File: src/lwsl_pkg.sv
// ----------------------------------------------------------------------------
// lwsl_pkg: shared types and microcode for the link watchdog status light
// Holds the field codes, the datapath operation and jump-condition codes,
// the control-word layout and the microcode table.
// ----------------------------------------------------------------------------
`default_nettype none

package lwsl_pkg;

    // Input function codes
    localparam logic [2:0] FUNC_WIRED_REPORT    = 3'd1;
    localparam logic [2:0] FUNC_WIRED_PING      = 3'd2;
    localparam logic [2:0] FUNC_WIRELESS_REPORT = 3'd3;
    localparam logic [2:0] FUNC_WIRELESS_PING   = 3'd4;

    localparam logic [1:0] COLOR_INVALID = 2'd3;

    // Link mode register values; any other value acts as auto
    localparam logic [1:0] MODE_WIRED    = 2'd1;
    localparam logic [1:0] MODE_WIRELESS = 2'd2;

    // Active link codes
    localparam logic [1:0] LINK_NONE     = 2'd0;
    localparam logic [1:0] LINK_WIRED    = 2'd1;
    localparam logic [1:0] LINK_WIRELESS = 2'd2;

    // Frame codes
    localparam logic [1:0] FRAME_OFF    = 2'd0;
    localparam logic [1:0] FRAME_GREEN  = 2'd1;
    localparam logic [1:0] FRAME_YELLOW = 2'd3;

    // Configuration register indexes
    localparam int CFG_IDX_W = 3;
    localparam logic [CFG_IDX_W-1:0] CFG_LINK_MODE      = 3'd0;
    localparam logic [CFG_IDX_W-1:0] CFG_TIMEOUT        = 3'd1;
    localparam logic [CFG_IDX_W-1:0] CFG_IDLE_HALF      = 3'd2;
    localparam logic [CFG_IDX_W-1:0] CFG_ANIM_LEN       = 3'd3;
    localparam logic [CFG_IDX_W-1:0] CFG_CONNECT_HALF   = 3'd4;
    localparam logic [CFG_IDX_W-1:0] CFG_REFRESH        = 3'd5;
    localparam int CFG_DATA_W = 16;

    localparam logic [1:0] RST_LINK_MODE    = 2'd0;
    localparam logic [15:0] RST_TIMEOUT      = 16'd5000;
    localparam logic [15:0] RST_IDLE_HALF    = 16'd500;
    localparam logic [15:0] RST_ANIM_LEN     = 16'd1500;
    localparam logic [15:0] RST_CONNECT_HALF = 16'd150;
    localparam logic [15:0] RST_REFRESH      = 16'd1000;

    localparam int IN_USER_W  = 3;
    localparam int IN_DATA_W  = 40;
    localparam int OUT_DATA_W = 8;

    // Microcode step addresses
    localparam int STEP_W = 3;
    localparam logic [STEP_W-1:0] STEP_IDLE   = 3'd0;
    localparam logic [STEP_W-1:0] STEP_UPDATE = 3'd1;
    localparam logic [STEP_W-1:0] STEP_LINK   = 3'd2;
    localparam logic [STEP_W-1:0] STEP_PICK   = 3'd3;
    localparam logic [STEP_W-1:0] STEP_WAIT   = 3'd4;
    localparam logic [STEP_W-1:0] STEP_BLINK  = 3'd5;
    localparam logic [STEP_W-1:0] STEP_DRIVE  = 3'd6;
    localparam logic [STEP_W-1:0] STEP_END    = 3'd7;

    typedef enum logic [2:0] {
        OP_NOP    = 3'd0,
        OP_LATCH  = 3'd1,
        OP_UPDATE = 3'd2,
        OP_LINK   = 3'd3,
        OP_PICK   = 3'd4,
        OP_BLINK  = 3'd5,
        OP_DRIVE  = 3'd6
    } t_op;

    typedef enum logic [2:0] {
        C_NEVER    = 3'd0,
        C_ALWAYS   = 3'd1,
        C_NO_INPUT = 3'd2,
        C_SOLID    = 3'd3,
        C_DIV_BUSY = 3'd4,
        C_OUT_BUSY = 3'd5
    } t_cond;

    typedef struct packed {
        t_op               op;
        t_cond             cond;
        logic [STEP_W-1:0] target;
    } t_uword;

    // Status flags that the datapath reports to the sequencer
    typedef struct packed {
        logic in_valid;
        logic solid;
        logic div_busy;
        logic out_busy;
    } t_stat;

    // Microcode table: when the condition holds the step counter jumps to
    // target, otherwise it advances by one.
    function automatic t_uword ucode(input logic [STEP_W-1:0] step);
        t_uword w;
        case (step)
            STEP_IDLE:   w = '{op: OP_LATCH,  cond: C_NO_INPUT, target: STEP_IDLE};
            STEP_UPDATE: w = '{op: OP_UPDATE, cond: C_NEVER,    target: STEP_IDLE};
            STEP_LINK:   w = '{op: OP_LINK,   cond: C_NEVER,    target: STEP_IDLE};
            STEP_PICK:   w = '{op: OP_PICK,   cond: C_SOLID,    target: STEP_DRIVE};
            STEP_WAIT:   w = '{op: OP_NOP,    cond: C_DIV_BUSY, target: STEP_WAIT};
            STEP_BLINK:  w = '{op: OP_BLINK,  cond: C_NEVER,    target: STEP_IDLE};
            STEP_DRIVE:  w = '{op: OP_DRIVE,  cond: C_OUT_BUSY, target: STEP_DRIVE};
            STEP_END:    w = '{op: OP_NOP,    cond: C_ALWAYS,   target: STEP_IDLE};
            default:     w = '{op: OP_NOP,    cond: C_ALWAYS,   target: STEP_IDLE};
        endcase
        return w;
    endfunction

endpackage

`default_nettype wire

File: src/lwsl_div.sv
// ----------------------------------------------------------------------------
// lwsl_div: serial divider for blink phase
// Restoring division of a 32-bit time by a 16-bit half period, one quotient
// bit per cycle; only the lowest quotient bit is kept.
// ----------------------------------------------------------------------------
`default_nettype none

module lwsl_div (
    input  wire         i_clk,
    input  wire         i_rst_n,
    input  wire         i_start,
    input  wire  [31:0] i_num,
    input  wire  [15:0] i_den,
    output logic        o_busy,
    output logic        o_q0
);
    localparam int NUM_W = 32;
    localparam int CNT_W = $clog2(NUM_W + 1);

    logic [NUM_W-1:0] r_num;
    logic [15:0]      r_den;
    logic [15:0]      r_rem;
    logic [CNT_W-1:0] r_cnt;
    logic             r_busy;
    logic             r_q0;

    logic [16:0] w_shift;
    logic        w_ge;
    logic [16:0] w_diff;

    assign w_shift = {r_rem, r_num[NUM_W-1]};
    assign w_ge    = w_shift >= {1'b0, r_den};
    assign w_diff  = w_shift - {1'b0, r_den};

    always_ff @(posedge i_clk) begin
        if (!i_rst_n) begin
            r_busy <= 1'b0;
            r_cnt  <= '0;
        end else if (i_start) begin
            r_busy <= 1'b1;
            r_cnt  <= CNT_W'(NUM_W);
        end else if (r_busy) begin
            r_cnt <= r_cnt - CNT_W'(1);
            if (r_cnt == CNT_W'(1)) begin
                r_busy <= 1'b0;
            end
        end
    end

    always_ff @(posedge i_clk) begin
        if (i_start) begin
            r_num <= i_num;
            r_den <= i_den;
            r_rem <= '0;
            r_q0  <= 1'b0;
        end else if (r_busy) begin
            r_num <= {r_num[NUM_W-2:0], 1'b0};
            r_rem <= w_ge ? w_diff[15:0] : w_shift[15:0];
            r_q0  <= w_ge;
        end
    end

    assign o_busy = r_busy;
    assign o_q0   = r_q0;

endmodule

`default_nettype wire

File: src/lwsl_seq.sv
// ----------------------------------------------------------------------------
// lwsl_seq: microcode sequencer
// Step counter over the microcode table with conditional jumps on the
// datapath status flags.
// ----------------------------------------------------------------------------
`default_nettype none

module lwsl_seq (
    input  wire                           i_clk,
    input  wire                           i_rst_n,
    input  lwsl_pkg::t_stat               i_stat,
    output lwsl_pkg::t_uword              o_uword,
    output logic                          o_idle
);
    import lwsl_pkg::*;

    logic [STEP_W-1:0] r_step;
    logic [STEP_W-1:0] n_step;
    t_uword            w_uword;
    logic              w_take;

    assign w_uword = ucode(r_step);

    always_comb begin
        case (w_uword.cond)
            C_NEVER:    w_take = 1'b0;
            C_ALWAYS:   w_take = 1'b1;
            C_NO_INPUT: w_take = !i_stat.in_valid;
            C_SOLID:    w_take = i_stat.solid;
            C_DIV_BUSY: w_take = i_stat.div_busy;
            C_OUT_BUSY: w_take = i_stat.out_busy;
            default:    w_take = 1'b1;
        endcase
        n_step = w_take ? w_uword.target : r_step + STEP_W'(1);
    end

    always_ff @(posedge i_clk) begin
        if (!i_rst_n) begin
            r_step <= STEP_IDLE;
        end else begin
            r_step <= n_step;
        end
    end

    assign o_uword = w_uword;
    assign o_idle  = r_step == STEP_IDLE;

`ifndef SYNTHESIS
    a_accept_starts: assert property (@(posedge i_clk) disable iff (!i_rst_n)
        r_step == STEP_IDLE && i_stat.in_valid |=> r_step == STEP_UPDATE)
        else $error("accepted transaction did not start the program");

    a_div_done_blink: assert property (@(posedge i_clk) disable iff (!i_rst_n)
        r_step == STEP_WAIT && !i_stat.div_busy |=> r_step == STEP_BLINK)
        else $error("divider finished but blink step not reached");

    a_drive_ends: assert property (@(posedge i_clk) disable iff (!i_rst_n)
        r_step == STEP_DRIVE && !i_stat.out_busy |=> r_step == STEP_END)
        else $error("drive step did not complete when output was free");

    a_solid_skips: assert property (@(posedge i_clk) disable iff (!i_rst_n)
        r_step == STEP_PICK && i_stat.solid |=> r_step == STEP_DRIVE)
        else $error("solid frame did not skip the divider");
`endif

endmodule

`default_nettype wire

File: src/lwsl_dp.sv
// ----------------------------------------------------------------------------
// lwsl_dp: datapath of the status light controller
// Holds configuration and link state, executes one operation per control
// word, owns the blink divider and the output register.
// ----------------------------------------------------------------------------
`default_nettype none

module lwsl_dp (
    input  wire                                  i_clk,
    input  wire                                  i_rst_n,
    input  lwsl_pkg::t_uword                     i_uword,
    output lwsl_pkg::t_stat                      o_stat,
    input  wire                                  i_cfg_we,
    input  wire  [lwsl_pkg::CFG_IDX_W-1:0]       i_cfg_idx,
    input  wire  [lwsl_pkg::CFG_DATA_W-1:0]      i_cfg_data,
    input  wire                                  i_in_valid,
    input  wire  [lwsl_pkg::IN_USER_W-1:0]       i_in_user,
    input  wire  [lwsl_pkg::IN_DATA_W-1:0]       i_in_data,
    output logic                                 o_out_valid,
    input  wire                                  i_out_ready,
    output logic [lwsl_pkg::OUT_DATA_W-1:0]      o_out_data
);
    import lwsl_pkg::*;

    // Configuration
    logic [1:0]  r_mode;
    logic [15:0] r_timeout;
    logic [15:0] r_idle_half;
    logic [15:0] r_anim_len;
    logic [15:0] r_connect_half;
    logic [15:0] r_refresh;

    // Link and light state
    logic [31:0] r_wired_seen;
    logic [31:0] r_wireless_seen;
    logic [1:0]  r_wired_color;
    logic [1:0]  r_wireless_color;
    logic        r_was_up;
    logic        r_anim_active;
    logic [31:0] r_anim_start;
    logic [1:0]  r_shown;
    logic [31:0] r_last_drive;

    // Current transaction
    logic [2:0]  r_func;
    logic [31:0] r_now;
    logic [1:0]  r_color;
    logic [1:0]  r_active;
    logic        r_up;
    logic [31:0] r_age;
    logic [1:0]  r_want;

    logic        r_out_valid;
    logic [OUT_DATA_W-1:0] r_out_data;

    logic        w_wired_ok;
    logic        w_wireless_ok;
    logic [1:0]  w_active;
    logic        w_up;
    logic        w_rise;
    logic        w_window;
    logic        w_solid;
    logic [1:0]  w_link_color;
    logic        w_div_start;
    logic [31:0] w_div_num;
    logic [15:0] w_div_half;
    logic [15:0] w_div_den;
    logic        w_div_busy;
    logic        w_div_q0;
    logic        w_out_busy;
    logic        w_strobe;
    logic        w_drive;

    assign w_wired_ok = (r_wired_seen != '0)
        && ((r_now - r_wired_seen) <= {16'd0, r_timeout});
    assign w_wireless_ok = (r_wireless_seen != '0)
        && ((r_now - r_wireless_seen) <= {16'd0, r_timeout});

    always_comb begin
        case (r_mode)
            MODE_WIRED:    w_active = w_wired_ok ? LINK_WIRED : LINK_NONE;
            MODE_WIRELESS: w_active = w_wireless_ok ? LINK_WIRELESS : LINK_NONE;
            default: begin
                w_active = w_wired_ok ? LINK_WIRED
                         : (w_wireless_ok ? LINK_WIRELESS : LINK_NONE);
            end
        endcase
    end

    assign w_up   = w_active != LINK_NONE;
    assign w_rise = w_up && !r_was_up;

    // The connect animation runs while the link is up and the window is open.
    assign w_window     = r_anim_active && (r_age < {16'd0, r_anim_len});
    assign w_solid      = r_up && !w_window;
    assign w_link_color = (r_active == LINK_WIRED) ? r_wired_color : r_wireless_color;

    assign w_div_start = (i_uword.op == OP_PICK) && !w_solid;
    assign w_div_num   = r_up ? r_age : r_now;
    assign w_div_half  = r_up ? r_connect_half : r_idle_half;
    assign w_div_den   = (w_div_half == '0) ? 16'd1 : w_div_half;

    lwsl_div u_div (
        .i_clk   (i_clk),
        .i_rst_n (i_rst_n),
        .i_start (w_div_start),
        .i_num   (w_div_num),
        .i_den   (w_div_den),
        .o_busy  (w_div_busy),
        .o_q0    (w_div_q0)
    );

    assign w_out_busy = r_out_valid && !i_out_ready;
    assign w_drive    = (i_uword.op == OP_DRIVE) && !w_out_busy;
    assign w_strobe   = (r_want != r_shown)
        || ((r_now - r_last_drive) >= {16'd0, r_refresh});

    // Configuration registers
    always_ff @(posedge i_clk) begin
        if (!i_rst_n) begin
            r_mode         <= RST_LINK_MODE;
            r_timeout      <= RST_TIMEOUT;
            r_idle_half    <= RST_IDLE_HALF;
            r_anim_len     <= RST_ANIM_LEN;
            r_connect_half <= RST_CONNECT_HALF;
            r_refresh      <= RST_REFRESH;
        end else if (i_cfg_we) begin
            case (i_cfg_idx)
                CFG_LINK_MODE:    r_mode         <= i_cfg_data[1:0];
                CFG_TIMEOUT:      r_timeout      <= i_cfg_data;
                CFG_IDLE_HALF:    r_idle_half    <= i_cfg_data;
                CFG_ANIM_LEN:     r_anim_len     <= i_cfg_data;
                CFG_CONNECT_HALF: r_connect_half <= i_cfg_data;
                CFG_REFRESH:      r_refresh      <= i_cfg_data;
                default: ;
            endcase
        end
    end

    // Link state; a mode write forgets both links.
    always_ff @(posedge i_clk) begin
        if (!i_rst_n) begin
            r_wired_seen     <= '0;
            r_wireless_seen  <= '0;
            r_wired_color    <= '0;
            r_wireless_color <= '0;
            r_was_up         <= 1'b0;
            r_anim_active    <= 1'b0;
            r_anim_start     <= '0;
            r_shown          <= FRAME_OFF;
            r_last_drive     <= '0;
        end else begin
            if (i_cfg_we && i_cfg_idx == CFG_LINK_MODE) begin
                r_wired_seen    <= '0;
                r_wireless_seen <= '0;
            end else if (i_uword.op == OP_UPDATE) begin
                if (r_func == FUNC_WIRED_REPORT && r_color != COLOR_INVALID) begin
                    r_wired_color <= r_color;
                    r_wired_seen  <= r_now;
                end else if (r_func == FUNC_WIRED_PING) begin
                    r_wired_seen <= r_now;
                end else if (r_func == FUNC_WIRELESS_REPORT && r_color != COLOR_INVALID) begin
                    r_wireless_color <= r_color;
                    r_wireless_seen  <= r_now;
                end else if (r_func == FUNC_WIRELESS_PING) begin
                    r_wireless_seen <= r_now;
                end
            end
            if (i_uword.op == OP_LINK) begin
                r_was_up <= w_up;
                if (w_rise) begin
                    r_anim_active <= 1'b1;
                    r_anim_start  <= r_now;
                end else if (!w_up && r_was_up) begin
                    r_anim_active <= 1'b0;
                end
            end
            if (i_uword.op == OP_PICK && w_solid) begin
                r_anim_active <= 1'b0;
            end
            if (w_drive && w_strobe) begin
                r_shown      <= r_want;
                r_last_drive <= r_now;
            end
        end
    end

    // Per-transaction working registers
    always_ff @(posedge i_clk) begin
        if (i_uword.op == OP_LATCH && i_in_valid) begin
            r_func  <= i_in_user;
            r_now   <= i_in_data[31:0];
            r_color <= i_in_data[33:32];
        end
        if (i_uword.op == OP_LINK) begin
            r_active <= w_active;
            r_up     <= w_up;
            r_age    <= w_rise ? 32'd0 : (r_now - r_anim_start);
        end
        if (i_uword.op == OP_PICK && w_solid) begin
            r_want <= w_link_color + 2'd1;
        end
        if (i_uword.op == OP_BLINK) begin
            if (w_div_q0) begin
                r_want <= FRAME_OFF;
            end else begin
                r_want <= r_up ? FRAME_GREEN : FRAME_YELLOW;
            end
        end
    end

    // Output register
    always_ff @(posedge i_clk) begin
        if (!i_rst_n) begin
            r_out_valid <= 1'b0;
        end else if (w_drive) begin
            r_out_valid <= 1'b1;
        end else if (i_out_ready) begin
            r_out_valid <= 1'b0;
        end
    end

    always_ff @(posedge i_clk) begin
        if (w_drive) begin
            r_out_data <= {3'd0, r_active, w_strobe, (w_strobe ? r_want : r_shown)};
        end
    end

    assign o_out_valid = r_out_valid;
    assign o_out_data  = r_out_data;

    assign o_stat = '{in_valid: i_in_valid, solid: w_solid,
                      div_busy: w_div_busy, out_busy: w_out_busy};

`ifndef SYNTHESIS
    a_div_start_busy: assert property (@(posedge i_clk) disable iff (!i_rst_n)
        w_div_start |=> w_div_busy)
        else $error("divider did not start");

    a_drive_loads_out: assert property (@(posedge i_clk) disable iff (!i_rst_n)
        w_drive |=> r_out_valid && r_out_data[1:0] == r_shown)
        else $error("output frame does not match shown frame");

    a_strobe_changes: assert property (@(posedge i_clk) disable iff (!i_rst_n)
        w_drive && r_want != r_shown |=> r_out_data[2])
        else $error("changed frame was not strobed");
`endif

endmodule

`default_nettype wire

File: src/link_watchdog_status_light.sv
// The accepting step latches the event; update, link and pick steps follow.
// A blinking frame waits on the serial blink divider, then takes the blink
// step; a solid link color skips to the drive step, which waits for the
// previous result to leave. A new transaction is accepted only in idle.
// Reset: synchronous active low; returns configuration, link state, the
// step counter and the output valid flag to their defaults.
// ----------------------------------------------------------------------------
// link_watchdog_status_light: top level
// Status-light controller watching a wired and a wireless host link; a
// microcoded sequencer drives the datapath one step per cycle.
// ----------------------------------------------------------------------------
`default_nettype none

module link_watchdog_status_light (
    input  wire                              i_clk,
    input  wire                              i_rst_n,
    input  wire                              i_cfg_we,
    input  wire  [lwsl_pkg::CFG_IDX_W-1:0]   i_cfg_idx,
    input  wire  [lwsl_pkg::CFG_DATA_W-1:0]  i_cfg_data,
    input  wire                              s_tvalid,
    output logic                             s_tready,
    // now_ms [31:0], color [33:32], zero [39:34]
    input  wire  [lwsl_pkg::IN_DATA_W-1:0]   s_tdata,
    // func [2:0]
    input  wire  [lwsl_pkg::IN_USER_W-1:0]   s_tuser,
    output logic                             m_tvalid,
    input  wire                              m_tready,
    // frame [1:0], drive_strobe [2], active_link [4:3], zero [7:5]
    output logic [lwsl_pkg::OUT_DATA_W-1:0]  m_tdata
);
    import lwsl_pkg::*;

    t_uword w_uword;
    t_stat  w_stat;
    logic   w_idle;

    lwsl_seq u_seq (
        .i_clk   (i_clk),
        .i_rst_n (i_rst_n),
        .i_stat  (w_stat),
        .o_uword (w_uword),
        .o_idle  (w_idle)
    );

    lwsl_dp u_dp (
        .i_clk       (i_clk),
        .i_rst_n     (i_rst_n),
        .i_uword     (w_uword),
        .o_stat      (w_stat),
        .i_cfg_we    (i_cfg_we),
        .i_cfg_idx   (i_cfg_idx),
        .i_cfg_data  (i_cfg_data),
        .i_in_valid  (s_tvalid),
        .i_in_user   (s_tuser),
        .i_in_data   (s_tdata),
        .o_out_valid (m_tvalid),
        .i_out_ready (m_tready),
        .o_out_data  (m_tdata)
    );

    assign s_tready = w_idle && i_rst_n;

endmodule

`default_nettype wire

File: config.mk
export PLATFORM = sky130hd
export DESIGN_NAME = link_watchdog_status_light
export DESIGN_NICKNAME = d
export VERILOG_FILES = /design/src/lwsl_pkg.sv /design/src/lwsl_div.sv /design/src/lwsl_seq.sv /design/src/lwsl_dp.sv /design/src/link_watchdog_status_light.sv
export SDC_FILE = /design/constraint.sdc
export NUM_CORES = 1
export LEC_CHECK = 0
export BUFFER_PORTS_ARGS = -buffer_cell sky130_fd_sc_hd__buf_2
export CORE_AREA = 2 2 288 290
export CTS_CLUSTER_DIAMETER = 30
export CTS_CLUSTER_SIZE = 24
export DETAILED_ROUTE_END_ITERATION = 10
export DIE_AREA = 0 0 290 292
export GPL_TIMING_DRIVEN = 0
export SLEW_MARGIN = 20
export SYNTH_ARGS = -nofsm -noshare
export SYNTH_HDL_FRONTEND = slang
export SYNTH_SLANG_ARGS = --single-unit
File: constraint.sdc
create_clock -name i_clk -period 15.25 [get_ports i_clk]
set_input_delay 3.05 -clock i_clk [delete_from_list [all_inputs] [get_ports i_clk]]
set_output_delay 3.05 -clock i_clk [all_outputs]
set_load 0.1 [all_outputs]
==> results.md, run 1 <==
- Status: complete, no violations
- Met3 usage: around 3.0%
- Largest net degree at the start of global routing: 35
- DRT antenna net count: 0
- Die area: 0.08468 mm^2
- Clock transition at the registers of the reported paths: approximately 0.04 ns
- Post-synthesis register bit count: 381
- First-pass GRT wire length: approximately 110,000 um
- Resized cells post-CTS: 0
- DPL Wire Length: 54,540 um
- GPL Wtd Cong: 0.8826
- Overflow after GRT: 0
- CP endpoint: s_tready
- Area leader, netlist: dfxtp_1
- Clock Power Share: between 40% and 50%
- Worst Setup SP: i_rst_n
- Switching Fraction: roughly 33%
- Final min period: 8.622 ns
- Clock latency at the later pin of the worst-skew pair: 0.64 ns
- Floorplan row count: 105
- Endpoint class of the critical path: output port
- CTS tree: built
- Final WL: 69,990 um
- Die Y: slightly below 300 um
- Layout overhead on the synthesized area: 20.08%
- Design area: 0.02920 mm^2
- Post-Syn Area: 0.02432 mm^2
- Met2 usage: 26.53%
- PD cells: 155.0 mW/mm^2
- Final-report setup violation count: 0
- Reg power frac: 28.8%
- Final Hold Viols: 0
- Final net count: 3,298
- Clock Skews: 0.05127 ns
- Most frequent cells after synthesis: nand2_1, dfxtp_1, inv_1
- Top post-synthesis cells by area: dfxtp_1, edfxtp_1, ha_1
- Overall routing resource usage: 16.36%
- Worst Path Arrival: 5.57 ns
- Post-synthesis compound-gate area fraction: between 15 and 20%
- Sequential fraction of the synthesis area: 36.59%
- Post-synth ARST share: 0%
- Hold Crit Class: flop to flop
- Antenna cells: 0
- Ratio of cells with drive above 1 in the final layout: 9.485%
- Critical Path RT: roughly 12 ns
- Initial Utilization: 29.81%
- IO buf count: between 60 and 70
- VDD IR max: ~0.080 mV
- Slew Viols, Final: 0
- Initial antenna violation count: 0
- RR Endpoint: u_dp.r_anim_start[3]
- M1 GR Usage: roughly a fifth
- Boundary pin count: 77
- Worst hold path depth: 0
- Switching pwr: 1.512 mW
- Number of setup buffers added after CTS: 0
- Synth Area in XOR/XNOR: under 10%
- Drt first pass iters: 5
- Vias in the first global route: slightly above 20,000
- Cell Int Power: roughly 3 mW
- Clk buf depth: 3
- Crit share post-route: 56.54%
- Simple-gate share of the synthesized area: 17.35%
- EDFF count, synth: 127
- CTS Root Cell: clkbuf_16
- H-tree levels: 3
- Combinational group share of total power: 28.6%
- Mux contribution to synthesized area: 5.773%
- CP Launch Type: primary input
- CTS Buf Count: 89
- GR peak layer: met2
- Most used DFF post-synth: dfxtp_1
- Dominant combinational cell family by area after synthesis: compound AO/OA/AOI/OAI gates
- Filler cells: 8,402
- Initial DRC count: 1,141
- Vias per inst: approximately 5.0
- Yosys cell types: 87
- Total negative slack: 0 ns
- Die W: approximately 290 um
- Core area: 0.08158 mm^2
- Hold Buf Count CTS: 0
- Max_slew headroom: 30.69%
- Mapped Cells: roughly 2,800
- R2r setup slk: 7.65 ns
- R2R cell count: 26
- Clk sinks: 381
- Worst slew pin tran: 1.040 ns
- Crit path max fanout: 10
- Total number of vias: 20,700
- Synth top area share: a little over a fifth
- Drc violations: 0
- Synth Area in Adders: 11.37%
- Placed cell areas: 0.02609 mm^2
- Most numerous cell in the Yosys netlist: nand2_1
- Achievable Freq: 116.0 MHz
- Leakage Power: about 11 nW
- Wire per inst: around 17 um
- R2r startpoint: u_dp.r_now[0]
- Critical path type: primary input to output port
- Mapped Avg Cell Area: 8.538 um^2
- Max cap viols: 0
- Total of warnings raised by yosys: 0
- RSZ-0062 raised after global routing: no
==> critical path, cell delays in order <==
cell and delay (ns):
clkbuf_1 0.49, clkbuf_1 0.61, clkbuf_1 0.74, nand2_1 0.14, nor2_1 0.11, buf_2 0.43
==> flip-flops by register name, summed over array words and instances, names as in the netlist, 32 cells and up <==
| signal | count |
|---|---|
| u_dp.r_age | 32 |
| u_dp.r_anim_start | 32 |
| u_dp.r_last_drive | 32 |
| u_dp.r_now | 32 |
| u_dp.r_wired_seen | 32 |
| u_dp.r_wireless_seen | 32 |
| u_dp.u_div.r_num | 32 |
==> worst min path at each step <==
stage / startpoint / to / slack [ns]
after floorplan: u_dp.r_active[0] / u_dp.o_out_data[3] / 0.42
after global placement: u_dp.r_active[0] / u_dp.o_out_data[3] / 0.43
final: u_dp.r_active[0] / u_dp.o_out_data[3] / 0.44
after global routing: u_dp.r_active[0] / u_dp.o_out_data[3] / 0.45
after CTS: u_dp.r_last_drive[7] / u_dp.r_last_drive[7] / 0.45
after detailed placement: u_dp.r_last_drive[20] / u_dp.r_last_drive[20] / 0.44
==> metal layers <==
metal | vias to the layer above | share of wire (%)
met5 | - | 0
li1 | 10440 | -
met2 | 490 | 45
met4 | 0 | 3.7
met1 | 9639 | 46
met3 | 136 | 5.5
==> cell families (layout without fill, tap and decap cells) <==
logic type | count (synthesis) | in the layout
and+or+nand+nor | 919 | 919
AOI/OAI and AO/OA | 727 | 727
adders and majority gates | 218 | 218
other | 1 | 3
buffers and inverters | 362 | 601
muxes | 138 | 138
DFF | 381 | 381
xor gates and xnor gates | 102 | 102
==> metrics by stage <==
step	utilization [%]	hold slack [ns]	std cells	power, mW	worst slack, ns
4_1_cts	35.79	0.4476	4159	4.553	6.662
3_3_place_gp	31.86	0.4251	3986	2.583	3.957
6_report	35.79	0.4414	4159	4.525	6.628
2_1_floorplan	-	0.4180	2850	2.253	7.005
3_5_place_dp	31.98	0.4407	3992	2.602	6.665
5_1_grt	35.79	0.4534	4159	4.788	6.530
==> layout make-up <==
cell class / count / area (um^2) / area share (%)
clock buffer: 113 / 2461 / 8.428
sequential: 381 / 8899 / 30.47
tap: 1070 / 1339 / 4.585
inverter: 240 / 900.9 / 3.085
buffer: 122 / 518.0 / 1.774
timing repair buffer: 72 / 411.6 / 1.410
clock inverter: 54 / 641.9 / 2.198
multi-input combinational: 2107 / 14030 / 48.05
==> power by group through the flow <==
stage | clock network, mW | registers [mW] | logic [mW]
5_1_grt | 2.01 | 1.32 | 1.46
6_report | 1.93 | 1.30 | 1.29
2_1_floorplan | 0 | 1.26 | 0.994
4_1_cts | 1.96 | 1.30 | 1.29
3_3_place_gp | 0 | 1.33 | 1.26
3_5_place_dp | 0 | 1.32 | 1.28
==> placed cells by master (no fill, tap or decap), drive strengths merged, types with 81 or more instances in the layout <==
cell type	synthesis	final
nand2	380	380
dfxtp	254	254
inv	240	247
nor2	213	213
ha	213	213
clkbuf	98	211
a21oi	183	183
o21ai	168	168
edfxtp	127	127
mux2i	120	120
buf	24	96
a21boi	92	92
nand3	81	81
Power figures use the tool's default switching activity.
==> run 2, diff against run 1 <==
clock period = 7 ns   (was 15.25 ns; I/O delays follow)
==> results.md, run 2 (same netlist as run 1, synthesis figures left out) <==
- Total number of vias: 20,810 (+0.49%)
- Final min period: between 6 and 7 ns
- Vias per inst: 4.997 (+0.37%)
- Endpoint class of the critical path: flop
- DRT antenna net count: 0 (unchanged)
- VDD IR max: 0.1746 mV (+120%)
- Crit share post-route: 91.89%
- Overall routing resource usage: 16.42% (+0.061 points)
- Worst Path Arrival: 6.95 ns (+1.38 ns)
- Critical path type: flop to flop
- Final Hold Viols: 0 (unchanged)
- Crit path max fanout: 10 (unchanged)
- Die Y: 292 um (unchanged)
- Area of the multi-input gates: 0.01405 mm^2 (+0.18%)
- Switching pwr: 3.304 mW (+120%)
- Final net count: 3,302 (+0.12%)
- Combinational group share of total power: 28.8% (+0.2 points)
- Clk buf depth: 3 (unchanged)
- Boundary pin count: 77 (unchanged)
- Power, Total: 9.878 mW (+120%)
- Reg power frac: 28.7% (about the same)
- Commonest non-fill, non-tap cells in the layout: nand2_1, dfxtp_1, inv_1
- Drt first pass iters: 5 (unchanged)
- Layout overhead on the synthesized area: 20.35%
- Die area: 0.08468 mm^2 (unchanged)
- Drc violations: 0 (unchanged)
- Achievable Freq: 155.5 MHz
- Die W: 290 um (unchanged)
- Clock transition at the registers of the reported paths: 0.04 ns (about the same)
- First-pass GRT wire length: 110,100 um (+0.26%)
- Clock Skews: 0.05073 ns (-0.0005354 ns)
- Reg area: 0.008899 mm^2 (unchanged)
- Ratio of cells with drive above 1 in the final layout: 9.893% (+0.41 points)
- Final hold slack: 0.4439 ns (+0.002478 ns)
- Hold Buf Count CTS: 0 (unchanged)
- Initial Utilization: 29.81% (unchanged)
- Largest net degree at the start of global routing: 35 (unchanged)
- Floorplan row count: 105 (unchanged)
- Initial DRC count: 1,189 (+4.2%)
- Layout Utilization: 35.87% (+0.080 points)
- Overflow after GRT: 0 (unchanged)
- IO buf count: 66 (unchanged)
- Clock Power Share: 42.5% (about the same)
- Wire per inst: 16.88 um (+0.30%)
- CTS Root Cell: clkbuf_16
- Final-report setup violation count: 0 (unchanged)
- CTS tree: built
- Max cap viols: 0 (unchanged)
- Critical Path RT: 7.51 ns (-4.69 ns)
- Status: complete, no violations
- Slew Viols, Final: 0 (unchanged)
- Initial antenna violation count: 1 (+1)
- Vias in the first global route: 20,320 (+0.11%)
- RSZ-0062 raised after global routing: no
- GPL Wtd Cong: 0.8826 (unchanged)
- CTS Buf Count: 89 (unchanged)
- Max_slew headroom: 31.56% (+0.87 points)
- Leakage Power: 11.47 nW (+0.32%)
- H-tree levels: 3 (unchanged)
- Final WL: 70,280 um (+0.42%)
- Core area: 0.08158 mm^2 (unchanged)
- Cell Int Power: 6.573 mW (+120%)
- PD cells: 337.5 mW/mm^2 (+120%)
- Hold Crit Class: flop to flop
- DPL Wire Length: 54,540 um (unchanged)
- Most common cell after layout, fill and taps aside: nand2_1
- Filler cells: 8,403 (+0.012%)
- Clk sinks: 381 (unchanged)
- Switching Fraction: 33.45% (about the same)
- Clock latency at the later pin of the worst-skew pair: 0.64 ns (about the same)
- CP Launch Type: flop
- Worst slew pin tran: 1.027 ns (-0.01305 ns)
==> run 2: worst paths after layout <==
kind / from / to / slack [ns] / cells past startpoint
worst max-delay path: u_dp.r_now[7] / u_dp.r_anim_start[3] / 0.57 / 24
worst min-delay path: u_dp.r_last_drive[7] / u_dp.r_last_drive[7] / 0.44 / 2
worst max register to register: u_dp.r_now[7] / u_dp.r_anim_start[3] / 0.57 / 24
worst min register to register: u_dp.r_last_drive[7] / u_dp.r_last_drive[7] / 0.44 / 2
==> run 2: what timing repair did <==
action / CTS / global route
endpoints found under the setup margin: 62 / 41
gates resized for setup: 1 / 11
cloned: 0 / 0
setup buffers: 5 / 0
==> run 2: metrics by stage <==
| stage | setup slack [ns] | setup TNS [ns] | instance area [um^2] | std cells |
|---|---|---|---|---|
| 3_3_place_gp | -2.643 | -109.77 | 25990 | 3986 |
| 2_1_floorplan | 1.535 | 0 | 24320 | 2850 |
| 3_5_place_dp | -0.4985 | -16.82 | 26090 | 3992 |
| 5_1_grt | 0.05553 | 0 | 29260 | 4163 |
| 4_1_cts | 0.06833 | 0 | 29240 | 4163 |
| 6_report | 0.5678 | 0 | 29270 | 4164 |
==> run 2: layer usage <==
| layer | vias to the layer above | GRT usage, % | wire length [um] |
|---|---|---|---|
| met1 | 9707 | 21.46 | 32260 |
| met2 | 493 | 26.51 | 31430 |
| met4 | 0 | 6.898 | 2667 |
| met3 | 145 | 3.121 | 3924 |
| li1 | 10460 | - | - |
| met5 | - | 0 | 0 |
==> run 2: critical path, stage by stage, from the launching register on <==
cell and delay (ns):
edfxtp_1 0.73, ha_1 0.41, a21o_1 0.23, or3_1 0.33
o21ai_0 0.50, nor2_1 0.10, nor2_1 0.15, xnor2_1 0.09
ha_1 0.19, a21o_1 0.15, a21oi_1 0.13, nor2b_1 0.07
o31ai_2 0.40, o2111ai_1 0.20, nor4_1 0.39, nand4_1 0.15
nor4_2 0.35, o2111ai_1 0.29, nand2b_1 0.22, ha_2 0.33
and2_1 0.18, clkbuf_1 0.23, clkbuf_2 0.28, nand2_1 0.08
a21boi_0 0.16
==> run 2: area by class of cell <==
class	count	share of cell area, %
multi-input combinational	2107	48.02
sequential	381	30.41
clock buffer	113	8.410
tap	1070	4.575
inverter	240	3.078
clock inverter	54	2.193
buffer	121	1.770
timing repair buffer	77	1.535
antenna	1	0.008551
==> run 2: power by group through the flow <==
stage / Clock, mW / Combinational [mW] / Sequential [mW]
floorplan: 0 / 2.17 / 2.74
global placement: 0 / 2.74 / 2.89
detailed placement: 0 / 2.79 / 2.88
CTS: 4.27 / 2.83 / 2.83
global route: 4.38 / 3.21 / 2.86
finish: 4.20 / 2.84 / 2.84
